## src/design/lz_window_decoder_macros.svh

```systemverilog
// assertion macros for the lz window decoder
`ifndef LZ_WINDOW_DECODER_MACROS_SVH
`define LZ_WINDOW_DECODER_MACROS_SVH

`ifndef SYNTHESIS

`define LZWD_ASSERT_IMP(lbl, clk_s, rstn_s, ante, cons) \
    lbl: assert property (@(posedge clk_s) disable iff (!rstn_s) (ante) |-> (cons)) \
        else $error("lz window decoder: same-cycle check failed");

`define LZWD_ASSERT_NXT(lbl, clk_s, rstn_s, ante, cons) \
    lbl: assert property (@(posedge clk_s) disable iff (!rstn_s) (ante) |=> (cons)) \
        else $error("lz window decoder: next-cycle check failed");

`else

`define LZWD_ASSERT_IMP(lbl, clk_s, rstn_s, ante, cons)

`define LZWD_ASSERT_NXT(lbl, clk_s, rstn_s, ante, cons)

`endif

`endif

```

## src/design/lzwd_pkg.sv

```systemverilog
`default_nettype none

package lzwd_pkg;

    localparam int WINDOW_SIZE_DEF = 4096;
    localparam int MAX_MATCH_DEF   = 64;

    localparam int BYTE_W   = 8;
    localparam int DIST_W   = 13;
    localparam int LEN_IN_W = 7;

    localparam int S_TDATA_W = 32;
    localparam int S_TUSER_W = 2;
    localparam int M_TDATA_W = 8;
    localparam int M_TUSER_W = 2;

    localparam int LIT_LSB  = 0;
    localparam int DIST_LSB = LIT_LSB + BYTE_W;
    localparam int LEN_LSB  = DIST_LSB + DIST_W;

    localparam int OP_BIT  = 0;
    localparam int SOS_BIT = 1;

    localparam logic OP_LITERAL = 1'b0;
    localparam logic OP_MATCH   = 1'b1;

    typedef enum logic [1:0] {
        STATUS_OK       = 2'd0,
        STATUS_BAD_DIST = 2'd1,
        STATUS_ZERO_LEN = 2'd2,
        STATUS_BEYOND   = 2'd3
    } status_t;

    typedef enum logic [2:0] {
        ST_IDLE,
        ST_DECODE,
        ST_LIT,
        ST_ERR,
        ST_COPY
    } state_t;

endpackage

`default_nettype wire

```

## src/design/lzwd_seq.sv

```systemverilog
`default_nettype none

`include "lz_window_decoder_macros.svh"

module lzwd_seq #(
    parameter int WINDOW_SIZE = lzwd_pkg::WINDOW_SIZE_DEF,
    parameter int MAX_MATCH   = lzwd_pkg::MAX_MATCH_DEF
) (
    input  wire logic                          clk,
    input  wire logic                          rst_n,
    input  wire logic                          in_valid,
    output logic                               in_ready,
    input  wire logic                          in_op,
    input  wire logic                          in_sos,
    input  wire logic [lzwd_pkg::BYTE_W-1:0]   in_lit,
    input  wire logic [lzwd_pkg::DIST_W-1:0]   in_dist,
    input  wire logic [lzwd_pkg::LEN_IN_W-1:0] in_len,
    output logic                               out_valid,
    input  wire logic                          out_ready,
    output logic      [lzwd_pkg::BYTE_W-1:0]   out_byte,
    output logic                               out_last,
    output lzwd_pkg::status_t                  out_status,
    output logic                               mem_we,
    output logic [$clog2(WINDOW_SIZE)-1:0]     mem_waddr,
    output logic [lzwd_pkg::BYTE_W-1:0]        mem_wdata,
    output logic                               mem_re,
    output logic [$clog2(WINDOW_SIZE)-1:0]     mem_raddr,
    input  wire logic [lzwd_pkg::BYTE_W-1:0]   mem_rdata
);
    import lzwd_pkg::*;

    localparam int PTR_W = $clog2(WINDOW_SIZE);
    localparam int CNT_W = $clog2(WINDOW_SIZE + 1);
    localparam int CMP_W = (CNT_W > DIST_W) ? CNT_W : DIST_W;
    localparam int LEN_W = $clog2(MAX_MATCH + 1);

    state_t state_reg, state_next;

    logic                op_reg, op_next;
    logic [BYTE_W-1:0]   lit_reg, lit_next;
    logic [DIST_W-1:0]   dist_reg, dist_next;
    logic [LEN_IN_W-1:0] len_reg, len_next;

    logic [PTR_W-1:0] wp_reg, wp_next;
    logic [PTR_W-1:0] src_reg, src_next;
    logic [CNT_W-1:0] produced_reg, produced_next;
    logic             error_reg, error_next;
    logic [LEN_W-1:0] remain_reg, remain_next;
    status_t          code_reg, code_next;

    logic              out_valid_reg, out_valid_next;
    logic [BYTE_W-1:0] out_byte_reg, out_byte_next;
    logic              out_last_reg, out_last_next;
    status_t           out_status_reg, out_status_next;

    logic             out_free;
    logic [CMP_W-1:0] dist_ext, prod_ext, wp_ext, win_ext;
    logic             len_zero, dist_zero;
    logic             dec_err;
    status_t          dec_code;
    logic [PTR_W-1:0] src_start;
    logic [PTR_W-1:0] wp_inc, src_inc;
    logic [LEN_W-1:0] len_clamped;

    assign out_free = !out_valid_reg || out_ready;

    assign dist_ext  = CMP_W'(dist_reg);
    assign prod_ext  = CMP_W'(produced_reg);
    assign wp_ext    = CMP_W'(wp_reg);
    assign win_ext   = CMP_W'(WINDOW_SIZE);
    assign len_zero  = (len_reg == '0);
    assign dist_zero = (dist_reg == '0);

    // match checks in order of precedence
    always_comb
    begin
        dec_err  = 1'b1;
        dec_code = STATUS_OK;
        priority if (len_zero)
        begin
            dec_err  = !dist_zero;
            dec_code = STATUS_ZERO_LEN;
        end
        else if (dist_zero)
        begin
            dec_code = STATUS_BAD_DIST;
        end
        else if (dist_ext > win_ext)
        begin
            dec_code = STATUS_BEYOND;
        end
        else if (dist_ext > prod_ext)
        begin
            dec_code = STATUS_BAD_DIST;
        end
        else
        begin
            dec_err = 1'b0;
        end
    end

    assign src_start = (wp_ext >= dist_ext) ? PTR_W'(wp_ext - dist_ext)
                                            : PTR_W'(win_ext - (dist_ext - wp_ext));

    assign wp_inc  = (wp_reg == PTR_W'(WINDOW_SIZE - 1)) ? '0 : wp_reg + 1'b1;
    assign src_inc = (src_reg == PTR_W'(WINDOW_SIZE - 1)) ? '0 : src_reg + 1'b1;

    assign len_clamped = (len_reg > LEN_IN_W'(MAX_MATCH)) ? LEN_W'(MAX_MATCH)
                                                          : LEN_W'(len_reg);

    always_comb
    begin
        state_next = state_reg;
        unique case (state_reg)
            ST_IDLE:
            begin
                if (in_valid)
                begin
                    state_next = ST_DECODE;
                end
            end
            ST_DECODE:
            begin
                priority if (error_reg)
                begin
                    state_next = ST_IDLE;
                end
                else if (op_reg == OP_LITERAL)
                begin
                    state_next = ST_LIT;
                end
                else if (len_zero && dist_zero)
                begin
                    state_next = ST_IDLE;
                end
                else if (dec_err)
                begin
                    state_next = ST_ERR;
                end
                else
                begin
                    state_next = ST_COPY;
                end
            end
            ST_LIT, ST_ERR:
            begin
                if (out_free)
                begin
                    state_next = ST_IDLE;
                end
            end
            ST_COPY:
            begin
                if (out_free && (remain_reg == LEN_W'(1)))
                begin
                    state_next = ST_IDLE;
                end
            end
            default:
            begin
                state_next = ST_IDLE;
            end
        endcase
    end

    always_comb
    begin
        op_next         = op_reg;
        lit_next        = lit_reg;
        dist_next       = dist_reg;
        len_next        = len_reg;
        wp_next         = wp_reg;
        src_next        = src_reg;
        produced_next   = produced_reg;
        error_next      = error_reg;
        remain_next     = remain_reg;
        code_next       = code_reg;
        out_valid_next  = out_valid_reg && !out_ready;
        out_byte_next   = out_byte_reg;
        out_last_next   = out_last_reg;
        out_status_next = out_status_reg;
        mem_we          = 1'b0;
        mem_waddr       = wp_reg;
        mem_wdata       = lit_reg;
        mem_re          = 1'b0;
        mem_raddr       = src_reg;
        in_ready        = (state_reg == ST_IDLE);

        unique case (state_reg)
            ST_IDLE:
            begin
                if (in_valid)
                begin
                    op_next   = in_op;
                    lit_next  = in_lit;
                    dist_next = in_dist;
                    len_next  = in_len;
                    if (in_sos)
                    begin
                        produced_next = '0;
                        error_next    = 1'b0;
                    end
                end
            end
            ST_DECODE:
            begin
                code_next   = dec_code;
                remain_next = len_clamped;
                src_next    = src_start;
                mem_raddr   = src_start;
                mem_re      = (state_next == ST_COPY);
            end
            ST_LIT:
            begin
                if (out_free)
                begin
                    out_valid_next  = 1'b1;
                    out_byte_next   = lit_reg;
                    out_last_next   = 1'b1;
                    out_status_next = STATUS_OK;
                    mem_we          = 1'b1;
                    mem_wdata       = lit_reg;
                    wp_next         = wp_inc;
                    if (produced_reg != CNT_W'(WINDOW_SIZE))
                    begin
                        produced_next = produced_reg + 1'b1;
                    end
                end
            end
            ST_ERR:
            begin
                if (out_free)
                begin
                    out_valid_next  = 1'b1;
                    out_byte_next   = '0;
                    out_last_next   = 1'b1;
                    out_status_next = code_reg;
                    error_next      = 1'b1;
                end
            end
            ST_COPY:
            begin
                if (out_free)
                begin
                    out_valid_next  = 1'b1;
                    out_byte_next   = mem_rdata;
                    out_last_next   = (remain_reg == LEN_W'(1));
                    out_status_next = STATUS_OK;
                    mem_we          = 1'b1;
                    mem_wdata       = mem_rdata;
                    wp_next         = wp_inc;
                    src_next        = src_inc;
                    remain_next     = remain_reg - 1'b1;
                    mem_raddr       = src_inc;
                    mem_re          = (remain_reg != LEN_W'(1));
                    if (produced_reg != CNT_W'(WINDOW_SIZE))
                    begin
                        produced_next = produced_reg + 1'b1;
                    end
                end
            end
            default:
            begin
                in_ready = 1'b0;
            end
        endcase
    end

    always_ff @(posedge clk or negedge rst_n)
    begin
        if (!rst_n)
        begin
            state_reg     <= ST_IDLE;
            wp_reg        <= '0;
            produced_reg  <= '0;
            error_reg     <= 1'b0;
            remain_reg    <= '0;
            out_valid_reg <= 1'b0;
        end
        else
        begin
            state_reg     <= state_next;
            wp_reg        <= wp_next;
            produced_reg  <= produced_next;
            error_reg     <= error_next;
            remain_reg    <= remain_next;
            out_valid_reg <= out_valid_next;
        end
    end

    always_ff @(posedge clk)
    begin
        op_reg         <= op_next;
        lit_reg        <= lit_next;
        dist_reg       <= dist_next;
        len_reg        <= len_next;
        src_reg        <= src_next;
        code_reg       <= code_next;
        out_byte_reg   <= out_byte_next;
        out_last_reg   <= out_last_next;
        out_status_reg <= out_status_next;
    end

    assign out_valid  = out_valid_reg;
    assign out_byte   = out_byte_reg;
    assign out_last   = out_last_reg;
    assign out_status = out_status_reg;

    `LZWD_ASSERT_IMP(a_copy_remain, clk, rst_n, state_reg == ST_COPY, remain_reg != '0)
    `LZWD_ASSERT_IMP(a_err_result, clk, rst_n, out_valid_reg && out_status_reg != STATUS_OK, out_last_reg && out_byte_reg == '0)
    `LZWD_ASSERT_IMP(a_produced_cap, clk, rst_n, 1'b1, produced_reg <= CNT_W'(WINDOW_SIZE))
    `LZWD_ASSERT_NXT(a_err_blocks, clk, rst_n, state_reg == ST_ERR && out_free, error_reg)
    `LZWD_ASSERT_IMP(a_copy_wp_follows, clk, rst_n, state_reg == ST_COPY && out_free, mem_we && mem_waddr == wp_reg)

endmodule

`default_nettype wire

```

## config.mk

```make
export PLATFORM = sky130hd
export DESIGN_NAME = lzwd_seq
export DESIGN_NICKNAME = d
export VERILOG_FILES = /design/src/design/lzwd_pkg.sv /design/src/design/lzwd_seq.sv
export VERILOG_INCLUDE_DIRS = /design/src /design/src/design
export SDC_FILE = /design/constraint.sdc
export NUM_CORES = 1
export LEC_CHECK = 0
export BUFFER_PORTS_ARGS = -buffer_cell sky130_fd_sc_hd__buf_2
export CAP_MARGIN = 15
export CORE_MARGIN = 2
export CORE_UTILIZATION = 55
export CTS_CLUSTER_SIZE = 16
export DETAILED_ROUTE_END_ITERATION = 6
export PLACE_DENSITY = 0.84
export REMOVE_ABC_BUFFERS = 1
export SYNTH_ARGS = -nofsm -noshare
export SYNTH_HDL_FRONTEND = slang
export SYNTH_SLANG_ARGS = --single-unit
```

## constraint.sdc

```tcl
create_clock -name clk -period 2.8 [get_ports clk]
set_input_delay 0.14 -clock clk [delete_from_list [all_inputs] [get_ports clk]]
set_output_delay 0.14 -clock clk [all_outputs]
set_load 0.05 [all_outputs]
```

### Word level (Yosys, flattened, before mapping)

Cells that the tools add are included.

| word-level totals | value |
|---|---|
| word-level logic and storage cells | 121 |
| output and inout port bits | 47 |
| register bits | 91 |
| bits of input ports | 42 |

| cells by class | value |
|---|---|
| order comparisons | 4 |
| reduce and logical (&&, ||, !) cells | 27 |
| equal/unequal tests | 18 |
| mux-type cells | 50 |
| add/sub/neg operators | 7 |

Operator list:

| kind | number |
|---|---|
| 2-to-1 mux 13 bit | 4 |
| 2-to-1 mux 12 bit | 4 |
| 2-to-1 mux 8 bit | 5 |
| case mux 13 bit (2 select lines) | 1 |
| adder 12 x 1 -> 12 bit (second input constant) | 2 |
| == test 12 bit (second input constant) | 2 |
| case mux 12 bit (2 select lines) | 1 |
| case mux 8 bit (3 select lines) | 1 |
| subtractor 12 bit | 2 |
| 2-to-1 mux 3 bit | 7 |
| 2-to-1 mux 1 bit | 15 |
| 2-to-1 mux 7 bit | 2 |
| case mux 7 bit (2 select lines) | 1 |
| adder 13 x 1 -> 13 bit (second input constant) | 1 |
| greater-or-equal comparator 12 x 13 -> 1 bit | 1 |
| > comparator 13 bit | 1 |
| > comparator 13 bit (second input constant) | 1 |
| zero test 13 bit | 1 |
| != test 13 bit (second input constant) | 1 |
| case mux 3 bit (4 select lines) | 1 |
| subtractor 1 x 12 -> 12 bit (first input constant) | 1 |
| != test 2 bit (second input constant) | 5 |
| nonzero test 2 bit | 5 |
| 2-to-1 mux 2 bit | 4 |
| 22 further kinds | 37 |

### Logic depth before layout (Yosys ltp)

Gate-level depths: netlist of the first run.

| depth | value |
|---|---|
| word-level depth | 12 |
| gate-level depth with buffers | 10 |
| mapped depth without buffers | 10 |

### Worst setup path after synthesis of the first run

Ideal clock, no wire load.

| timing path | value |
|---|---|
| path kind | register to register |
| from | register out_valid_reg, in the netlist out_valid |
| to | register src_reg[4] |
| path buffers | 2 |
| path slack | -0.813 ns |
| arrival | 3.292 ns |
| clock period less this slack | 3.613 ns |
| cell stages (with the launch flop) | 7 |
| setup time | 0.320 ns |
| data required time | 2.480 ns |
| path through | dfrtp_1 nand2b_1 buf_2 and4_1 buf_2 nand2b_1 o311ai_0 |

| on the way | value |
|---|---|
| longest elaborated chain between the ends | 4 |

RTL lines:

| item | line | text |
|---|---|---|
| from (decl) | lzwd_seq.sv:51 | `logic out_valid_reg, out_valid_next;` |
| from (signal assigned) | lzwd_seq.sv:287 | `out_valid_reg <= out_valid_next;` |
| zero test 1 bit | lzwd_seq.sv:65 | `assign out_free = !out_valid_reg \|\| out_ready;` |
| logical OR 1 bit | lzwd_seq.sv:65 |  |
| 2-to-1 mux 12 bit | - |  |
| case mux 12 bit (2 select lines) | - |  |
| named net mem_raddr[4] | lzwd_seq.sv:27 | `output logic [$clog2(WINDOW_SIZE)-1:0] mem_raddr,` |
| to (signal assigned) | lzwd_seq.sv:297 | `src_reg <= src_next;` |
| to (decl) | lzwd_seq.sv:45 | `logic [PTR_W-1:0] src_reg, src_next;` |

The timed path passes the listed nets, and every way through them passes these cells.
A chain may end at the register's enable or synchronous reset.

### Worst setup path in the final report of the first run

| timing path | value |
|---|---|
| from | register dist_reg[12], in the netlist dist_ext[12] |
| to | output port mem_re |

| on the way | value |
|---|---|
| longest elaborated chain between the ends | 12 |
| elaborated cells on any way between the ends | 16 |
| those cells by class | 2 x order compare; 1 x eq/ne; 10 x mux; 3 x reduce/logical |

RTL lines:

| item | line | text |
|---|---|---|
| from (decl) | lzwd_seq.sv:41 | `logic [DIST_W-1:0] dist_reg, dist_next;` |
| from (signal assigned) | lzwd_seq.sv:295 | `dist_reg <= dist_next;` |
| > comparator 13 bit | lzwd_seq.sv:92 | `else if (dist_ext > prod_ext)` |
| 2-to-1 mux 1 bit | lzwd_seq.sv:92 |  |
| 2-to-1 mux 1 bit | lzwd_seq.sv:88 | `else if (dist_ext > win_ext)` |
| 2-to-1 mux 1 bit | lzwd_seq.sv:84 | `else if (dist_zero)` |
| 2-to-1 mux 1 bit | lzwd_seq.sv:79 | `priority if (len_zero)` |
| 2-to-1 mux 3 bit | lzwd_seq.sv:136 | `else if (dec_err)` |
| 2-to-1 mux 3 bit * | lzwd_seq.sv:132 | `else if (len_zero && dist_zero)` |
| 2-to-1 mux 3 bit * | lzwd_seq.sv:128 | `else if (op_reg == OP_LITERAL)` |
| 2-to-1 mux 3 bit * | lzwd_seq.sv:124 | `priority if (error_reg)` |
| case mux 3 bit (4 select lines) * | lzwd_seq.sv:114 | `unique case (state_reg)` |
| == test 3 bit * | lzwd_seq.sv:211 | `mem_re = (state_next == ST_COPY);` |
| case mux 1 bit (2 select lines) * | lzwd_seq.sv:189 | `unique case (state_reg)` |
| to (decl) | lzwd_seq.sv:26 | `output logic mem_re,` |

Mark *: on every way between the ends. The rest lies on a longest branch, timed or not.

==> summary.txt, run 1 <==
Logic synthesis
  – Asr flop ratio synth: 40.66%
  – Mapped Avg Cell Area: 9.716 um2
  – Mapped Area: 5256 um2
  – Post-Syn Instances: 541
  – Netlist cell types: 70
  – Synth Warn #: 0
  – Main synth FF type: edfxtp_1
  – Sequential cell area fraction in the yosys report: 46.18%
  – Post-synthesis register bit count: 91
  – Number of synthesized flops with an enable pin: 42

STA
  – Fin crit period: 2763 ps
  – Clk_skew: 11.29 ps
  – Final Hold Vio Count: 0
  – Final Max Tran Viols: 0
  – Final setup vio count: 0
  – RSZ-0062 raised after global routing: true
  – TNS Setup: 0 ps
  – Fin crit share: 98.67%
  – Worst slew pin tran: 881.2 ps
  – Slew margin rel.: 41.25%
  – Final worst setup slack: 37.35 ps
  – Max frequency: 362.0 MHz
  – Min Hold Slack: 149.8 ps

Run status
  – Status: finished, final reports clean

Placement
  – DP Worst Slack: 149.6 ps
  – Number of port buffers: 88
  – GPL Wtd Cong: 0.8904
  – Placed Area: 5853 um2
  – Detailed Place HPWL: 9527 um
  – Placed cells: 752

Worst setup path
  – Reg2reg start: dist_ext[12]
  – Most used cell, CP: o32ai_2
  – R2r endpoint: state_reg[1]
  – Critical path buffers and inverters: 1
  – Worst setup path end: mem_re
  – Worst-path cell chain: ha_1, and4_1, nand4_1, o32ai_2, o21a_1, nand3_2, o32ai_2, buf_6
  – Slowest CP cell: edfxtp_1
  – R2r setup slk: 660 ps
  – CP top delay family: compound AO/OA/AOI/OAI gates
  – Crit path capture type: output pin
  – Req. time, crit path: 2660 ps
  – CP Launch Type: flip-flop
  – Crit path depth: 8
  – CP startpoint: dist_ext[12]
  – CP max stage delay: 460 ps
  – Worst Path Max Fanout: 5
  – Reg2Reg Depth: 7
  – Kind of critical path: reg -> out
  – Crit path arrival time: 2620 ps

Route
  – Via density: 5.760
  – TritonRoute pass-1 iters: 4
  – Routed vias: 4,631
  – Drt total wl: 13,060 um
  – Final ANT Viol Nets: 0
  – Initial DRC count: 240
  – Avg WL per Cell: 16.24 um
  – Residual DRC: 0

Global route
  – Largest net degree at the start of global routing: 38
  – GR Overflow Total: 0
  – Total GRT Usage: 25.94%
  – Antenna violations before repair: 0
  – First-pass GRT wire length: 21,000 um
  – Vias in the first global route: 4,486

Final layout
  – Post-route insts no fill: 804
  – Commonest non-fill, non-tap cells in the layout: buf_2 (81), nand2_1 (68), edfxtp_1 (42), nor2_1 (38), inv_1 (35)
  – Post-route cell area: 6490 um2
  – Fin nets: 743
  – Commonest non-fill, non-tap cell in the layout: buf_2
  – Antenna diode count: 0
  – Syn-to-layout area delta: 23.47%
  – Layout cells sized above 1: 22.22%

Power and ir drop
  – Max IR drop VDD: 0.5552 mV
  – PD cells: 1006 nW/um2
  – Leak pwr: 2.768 nW

Clocking
  – Num CTS Buffers: 9
  – Later-pin clock latency in the skew report: 360 ps
  – Clock sinks: 91
  – H-tree Lvls: 3
  – CTS tree: done
  – CTS root buf: clkbuf_8
  – Clk slew on worst S/H paths: 80 ps
  – Clock buffer depth: 2

Min path
  – Type of the tightest min-delay check: in -> reg

Die
  – Starting density of the core: 56.89%
  – Core ar.: 9240 um2
  – IO Count: 89
  – Standard-cell rows: 35
  – Die X: 101.8 um
  – Die Y: 101.8 um
  – Die area: 10,360 um2

Flow run
  – # Max-Cap Violations: 0
-- cells in the mapped netlist (3+ instances only) --
master / number / area (um2)
a211oi_1: 4 / 30.03
a21oi_1: 27 / 135.1
a31oi_1: 3 / 18.77
and2_1: 6 / 37.54
and3_1: 8 / 50.05
and4_1: 5 / 43.79
buf_2: 8 / 40.04
buf_4: 5 / 37.54
clkbuf_1: 4 / 15.01
dfrtp_1: 37 / 925.9
dfxtp_1: 12 / 240.2
edfxtp_1: 42 / 1261
ha_1: 30 / 375.4
inv_1: 35 / 131.4
nand2_1: 68 / 255.2
nand2b_1: 7 / 43.79
nand3_1: 20 / 100.1
nand4_1: 8 / 50.05
nor2_1: 39 / 146.4
nor2b_1: 5 / 31.28
nor3_1: 13 / 65.06
nor3b_1: 9 / 67.56
nor4_1: 7 / 43.79
o211ai_1: 4 / 30.03
o21a_1: 5 / 37.54
o21ai_0: 36 / 180.2
o21ai_1: 3 / 15.01
o22ai_1: 10 / 62.56
o311ai_0: 4 / 35.03
xnor2_1: 23 / 201.4
xor2_1: 5 / 43.79
-- tightest hold or removal path, cell delays in order --
cell and delay, ps:
buf_2 90, o22ai_1 50, a21oi_1 100
-- final cells by class --
type	count	area (um2)
Fill cell	689	2750
Multi-Input combinational cell	395	2654
Sequential cell	91	2431
Timing Repair Buffer	137	920.9
Tap cell	129	161.4
Clock buffer	14	152.6
Inverter	36	135.1
Clock inverter	2	35.03
-- how the worst min path moves through the flow --
stage / startpoint / endpoint / slack, ps / cells after the start
floorplan: rst_n / error_reg / -160 / 0
global placement: rst_n / mem_waddr[5] / 300 / 1
detailed placement: rst_n / mem_waddr[5] / 300 / 1
CTS: mem_rdata[0] / out_byte[0] / 140 / 3
global route: mem_rdata[7] / out_byte[7] / 170 / 3
finish: mem_rdata[0] / out_byte[0] / 150 / 3
-- layer usage --
layer  vias up  GRT usage (%)  part of all wire, %
met5         -              0                    0
li1       2218              -                    -
met1      2197          33.36                   43
met2       182          43.17                   49
met4         0          11.12                  3.0
met3        34          4.555                  5.6
-- timing repair --
item / 4_1_cts / 5_1_grt
pin swaps: 3 / 3
resized for setup: 12 / 17
hold buffers: 30 / 0
hold endpoints to repair: 66 / 0
buffers inserted: 1 / 5
endpoints found under the setup margin: 6 / 8
cloned: 0 / 0
-- per-stage QoR --
stage	util (%)	power (mW)
2_1_floorplan	-	4.510
3_3_place_gp	63.34	5.324
3_5_place_dp	63.34	5.408
4_1_cts	69.28	6.411
5_1_grt	70.24	6.895
6_report	70.24	6.532
-- cell families (layout without fill, tap and decap cells) --
| group | count (synthesis) | count (layout) | share of synthesized area, % |
|---|---|---|---|
| AOI/OAI and AO/OA | 120 | 120 | 14.57 |
| buffers and inverters | 55 | 189 | 4.761 |
| DFF | 91 | 91 | 46.18 |
| xor gates and xnor gates | 29 | 29 | 4.975 |
| muxes | 2 | 2 | 0.3809 |
| adders and majority gates | 31 | 31 | 7.522 |
| and+or+nand+nor | 213 | 213 | 21.61 |
-- report_power, final --
part / total (mW) / switching, mW / internal [mW] / leakage [nW]
clock: 0.881 / 0.443 / 0.438 / 0.0947
sequential: 2.16 / 0.325 / 1.83 / 0.982
combinational: 3.49 / 2.38 / 1.11 / 1.69
Note: power is estimated with default switching activity, not from simulation.
==> run 2: changes to the inputs <==
- CORE_UTILIZATION: 55 -> 51
- PLACE_DENSITY: 0.84 -> 0.82
- clock period: 2.8 -> 2.3 ns (I/O delays scaled with it)
==> run 2 against run 1 <==
The flow now finishes with violations (setup timing). Hold slack worse by 49 ps. Cell count is 9.2% higher. Wire length is 19% higher. First-iteration DRC count is 100% higher. Clock skew hardly changed. Non-clock buffer count is 67 higher. Count of clock-buffer cells in the layout is 3 lower. Sequential share of layout area is 3.9 points lower. Register-to-register slack worse by 590 ps. Sequential power is 21% higher. Design area is 11% higher. Critical path depth stayed put.
==> summary.txt, run 2 (same netlist as run 1, synthesis figures left out) <==
Die
  – IO Count: 89
  – Die Y: 105.5 um
  – Starting density of the core: 51.61%
  – Die area: 11,130 um2
  – Die X: 105.5 um
  – Standard-cell rows: 37
  – Core ar.: 10,180 um2

Placement
  – Placed Area: 6225 um2
  – Detailed Place HPWL: 10,110 um
  – GPL Wtd Cong: 0.8561
  – Number of port buffers: 88

STA
  – Final worst setup slack: -486.0 ps
  – Slew margin rel.: 38.78%
  – RSZ-0062 raised after global routing: true
  – Fin crit period: 2786 ps
  – Worst slew pin tran: 918.3 ps
  – TNS Setup: -3909 ps
  – Final setup vio count: 12
  – Fin crit share: 121.1%
  – Final Hold Vio Count: 0
  – Final Max Tran Viols: 0
  – Clk_skew: 11.41 ps
  – Max frequency: 358.9 MHz

Power and ir drop
  – PD cells: 1251 nW/um2
  – Max IR drop VDD: 0.6068 mV
  – Leak pwr: 3.151 nW

Route
  – TritonRoute pass-1 iters: 5
  – Routed vias: 5,090
  – Via density: 5.797
  – Final ANT Viol Nets: 0
  – Drt total wl: 15,530 um
  – Residual DRC: 0
  – Avg WL per Cell: 17.69 um
  – Initial DRC count: 486

Worst setup path
  – Crit path capture type: output pin
  – Worst-path cell chain: ha_1, a211oi_1, o221ai_1, nor3_2, o21a_1, nand3_2, o32ai_4, buf_6
  – R2r endpoint: prod_ext[8]
  – Critical path buffers and inverters: 1
  – R2r setup slk: 70 ps
  – CP max stage delay: 410 ps
  – Reg2reg start: prod_ext[1]
  – Worst setup path end: mem_re
  – CP top delay family: compound AO/OA/AOI/OAI gates
  – Kind of critical path: reg -> out
  – Slowest CP cell: edfxtp_1
  – Reg2Reg Depth: 8
  – CP startpoint: dist_ext[6]
  – CP Launch Type: flip-flop
  – Crit path depth: 8
  – Crit path arrival time: 2670 ps
  – Worst Path Max Fanout: 2
  – Req. time, crit path: 2180 ps

Global route
  – Vias in the first global route: 5,105
  – Total GRT Usage: 27.60%
  – Largest net degree at the start of global routing: 38
  – GR Overflow Total: 0
  – Antenna violations before repair: 0
  – First-pass GRT wire length: 24,180 um

Final layout
  – Commonest non-fill, non-tap cell in the layout: buf_4
  – Layout cells sized above 1: 32.61%
  – Post-route cell area: 7224 um2
  – Antenna diode count: 0
  – Fin util: 70.93%
  – Fill count: 710
  – Commonest non-fill, non-tap cells in the layout: buf_4 (82), buf_2 (76), nand2_1 (67), edfxtp_1 (42)
  – Fin nets: 810
  – Syn-to-layout area delta: 37.44%

Clocking
  – Clk slew on worst S/H paths: 90 ps
  – Clock sinks: 91
  – Clock buffer depth: 2
  – H-tree Lvls: 3
  – CTS tree: done
  – Num CTS Buffers: 9
  – CTS root buf: clkbuf_8
  – Later-pin clock latency in the skew report: 390 ps

Min path
  – Hold_sp: mem_rdata[0]
  – Type of the tightest min-delay check: in -> reg

Run status
  – Status: finished, violations left
  – Violated checks: setup timing

Flow run
  – # Max-Cap Violations: 0
[run 2: cell types whose count changed in the layout (fill, tap and decap cells not counted), moves of 4 or more]
cell / previous run / this run
buf_2: 81 / 76
o21ai_0: 34 / 28
o21ai_1: 4 / 8
buf_6: 2 / 16
buf_4: 22 / 82
clkbuf_1: 4 / 0
[run 2: per-stage QoR]
stage	hold WS, ps	setup WS, ps	cells	total power [mW]
3_3_place_gp	276.6	-96.35	809	6.756
2_1_floorplan	-180.6	-1410	522	5.490
5_1_grt	112.7	-600.7	878	9.435
3_5_place_dp	287.4	-135.6	809	6.878
6_report	101.3	-486.0	878	9.040
4_1_cts	80.57	-394.1	871	8.715
[run 2: how the worst min path moves through the flow]
stage,endpoint,slack [ps],depth (start not counted)
2_1_floorplan,error_reg,-180,0
3_3_place_gp,mem_waddr[7],280,1
3_5_place_dp,mem_waddr[5],290,1
4_1_cts,out_byte[3],80,3
5_1_grt,out_byte[1],110,3
6_report,out_byte[0],100,3
[run 2: timing repair]
item,CTS,global route
endpoints found under the setup margin,17,16
gates cloned,1,0
buffers inserted,15,7
pin swaps,26,18
hold endpoints to repair,66,0
hold buffers,30,0
resized for setup,72,12
[run 2: metal layers]
layer | GRT usage, % | vias to the layer above | part of all wire, %
met5 | 0 | - | 0
met4 | 12.50 | 0 | 3.5
met3 | 6.061 | 58 | 7.6
met2 | 50.14 | 283 | 50
met1 | 30.75 | 2396 | 39
li1 | - | 2353 | -
[run 2: final cells by class]
class / instances / area [um2] / share of cell area (%)
repair buffers: 204 / 1476 / 20.44
well taps: 136 / 170.2 / 2.355
clock buffers: 11 / 151.4 / 2.096
multi-input cells: 395 / 2801 / 38.78
inverters: 36 / 137.6 / 1.905
clock inverters: 5 / 60.06 / 0.8313
flip-flops and latches: 91 / 2427 / 33.60
[run 2: worst reg2reg max path, delay by kind of cell (launching register included)]
family                   cells  cell delay, ps
buffers and inverters        1             140
AO/OA/AOI/OAI                2             650
adder cells (fa/ha/maj)      1             190
AND/OR/NAND/NOR              3             540
XOR/XNOR                     1             160
flip-flops                   1             420
[run 2: report_power, final]
part,internal (mW),switching (mW)
Sequential,2.23,0.389
Combinational,1.95,3.29
Clock,0.565,0.612
==> run 3: changes to the inputs <==
- CORE_UTILIZATION: 51 -> 33
- PLACE_DENSITY: 0.82 -> 0.58
- clock period: 2.3 -> 3.6 ns (I/O delays scaled with it)
==> run 3 against run 2 <==
The run now ends clean. Die area increased by 52%. Power decreased by 44%. Hold slack got worse by 84 ps. Design area decreased by 11%. Core utilization decreased by 30 points. Clock power decreased by 24%. Combinational power decreased by 53%. Global-route usage decreased by 12 points. Critical path depth unchanged. Worst setup slack improved by 960 ps.
==> summary.txt, run 3 (same netlist as run 1, synthesis figures left out) <==
Worst setup path
  – Slowest CP cell: nor2b_1
  – Kind of critical path: reg -> out
  – Reg2Reg Depth: 5
  – CP max stage delay: 540 ps
  – Req. time, crit path: 3420 ps
  – R2r endpoint: out_byte[1]
  – Worst-path cell chain: nor2b_1, buf_4, nor2b_1, nand2_2, a31oi_1, mux2i_1, o21ai_0, buf_2
  – CP Launch Type: flip-flop
  – Worst Path Max Fanout: 10
  – Reg2reg start: state_reg[2]
  – Most used cell, CP: nor2b_1
  – Crit path capture type: output pin
  – R2r setup slk: 1070 ps
  – Critical path buffers and inverters: 2
  – CP top delay family: simple AND/OR/NAND/NOR gates
  – Crit path arrival time: 2950 ps

Global route
  – First-pass GRT wire length: 20,930 um
  – Total GRT Usage: 15.94%
  – Top Usage Layer GRT: met2
  – Antenna violations before repair: 0
  – GR Overflow Total: 0
  – Vias in the first global route: 4,119
  – Largest net degree at the start of global routing: 38
  – Met1 GRT Util: 20.46%
  – Met3 Track Usage GR: 3.444%
  – M2 GR Usage: 26.58%

Flow run
  – # Max-Cap Violations: 0

Min path
  – Worst hold path cell count: 1
  – Worst min-delay path endpoint: lit_reg[1]
  – Hold_sp: in_lit[1]
  – Type of the tightest min-delay check: in -> reg

Final layout
  – Multi-input logic area: 2579 um2
  – Antenna diode count: 0
  – Syn-to-layout area delta: 21.95%
  – Fin nets: 723
  – Fin util: 40.79%
  – Layout cells sized above 1: 18.78%
  – Commonest non-fill, non-tap cells in the layout: buf_2 (88), nand2_1 (68), edfxtp_1 (42), nor2_1 (39), dfrtp_1 (37)
  – Fill count: 1,565
  – Post-route insts no fill: 871
  – Commonest non-fill, non-tap cell in the layout: buf_2
  – Register area: 2427 um2

Power and ir drop
  – Max IR drop VDD: 0.3479 mV
  – PD cells: 791.1 nW/um2
  – Tot Pwr: 5.071 mW
  – Leak pwr: 2.689 nW

STA
  – Final worst setup slack: 470.9 ps
  – Worst slew pin tran: 874.2 ps
  – RSZ-0062 raised after global routing: false
  – TNS Setup: 0 ps
  – Final Max Tran Viols: 0
  – Fin crit period: 3129 ps
  – Clk_skew: 7.853 ps
  – Max frequency: 319.6 MHz
  – Final Hold Vio Count: 0
  – Final setup vio count: 0
  – Slew margin rel.: 41.72%
  – Fin crit share: 86.92%

Route
  – Via density: 5.031
  – Avg WL per Cell: 15.12 um
  – Final ANT Viol Nets: 0
  – Drt total wl: 13,170 um
  – Initial DRC count: 232
  – Residual DRC: 0
  – TritonRoute pass-1 iters: 5
  – Routed vias: 4,382

Clocking
  – Postcts setup bufs: 0
  – Clock sinks: 91
  – CTS root buf: clkbuf_16
  – H-tree Lvls: 3
  – Later-pin clock latency in the skew report: 350 ps
  – CTS tree: done
  – Clock buffer depth: 2
  – Num CTS Buffers: 9
  – Clk slew on worst S/H paths: 70 ps

Die
  – Die Y: 130.2 um
  – Die X: 130.2 um
  – Standard-cell rows: 46
  – Starting density of the core: 33.45%
  – Core ar.: 15,710 um2
  – Die area: 16,950 um2
  – IO Count: 89

Placement
  – GPL Wtd Cong: 0.8495
  – DP Worst Slack: 830.4 ps
  – Number of port buffers: 88
  – Placed cells: 830
  – Detailed Place HPWL: 10,220 um

Run status
  – Status: finished, final reports clean
==> run 3: what timing repair did <==
item                      CTS  global route
hold endpoints to repair   61             0
gates resized for setup     0             0
hold buffers               25             0
==> run 3: area by class of cell <==
class | count | area share (%)
Timing Repair Buffer | 117 | 11.24
Inverter | 36 | 2.108
Multi-Input combinational cell | 395 | 40.23
Sequential cell | 91 | 37.87
Clock buffer | 11 | 3.787
Clock inverter | 5 | 0.5466
Tap cell | 216 | 4.216
==> run 3: routing by layer <==
metal,wire length [um],vias to the layer above
li1,-,2178
met1,6095,2071
met2,6286,121
met3,618,12
met4,172,0
met5,0,-
==> run 3: per-stage QoR <==
stage	hold WS (ps)	instance area, um2
after detailed placement	355.2	5882
after CTS	1.719	6410
after floorplan	-115.6	5141
final	17.14	6410
after global placement	348.8	5882
after global routing	4.219	6410
==> run 3: worst max path at each step <==
stage	startpoint	to	slack [ps]	cells past startpoint
2_1_floorplan	state_reg[2]	src_reg[4]	-110	4
3_3_place_gp	state_reg[1]	mem_raddr[0]	890	5
3_5_place_dp	state_reg[1]	mem_raddr[0]	830	5
4_1_cts	state_reg[2]	mem_raddr[0]	430	8
5_1_grt	state_reg[2]	mem_raddr[0]	200	8
6_report	state_reg[2]	mem_raddr[0]	470	8
==> run 3: report_power, final <==
group | switching (mW) | internal, mW
Combinational | 1.74 | 0.708
Sequential | 0.304 | 1.43
Clock | 0.405 | 0.490
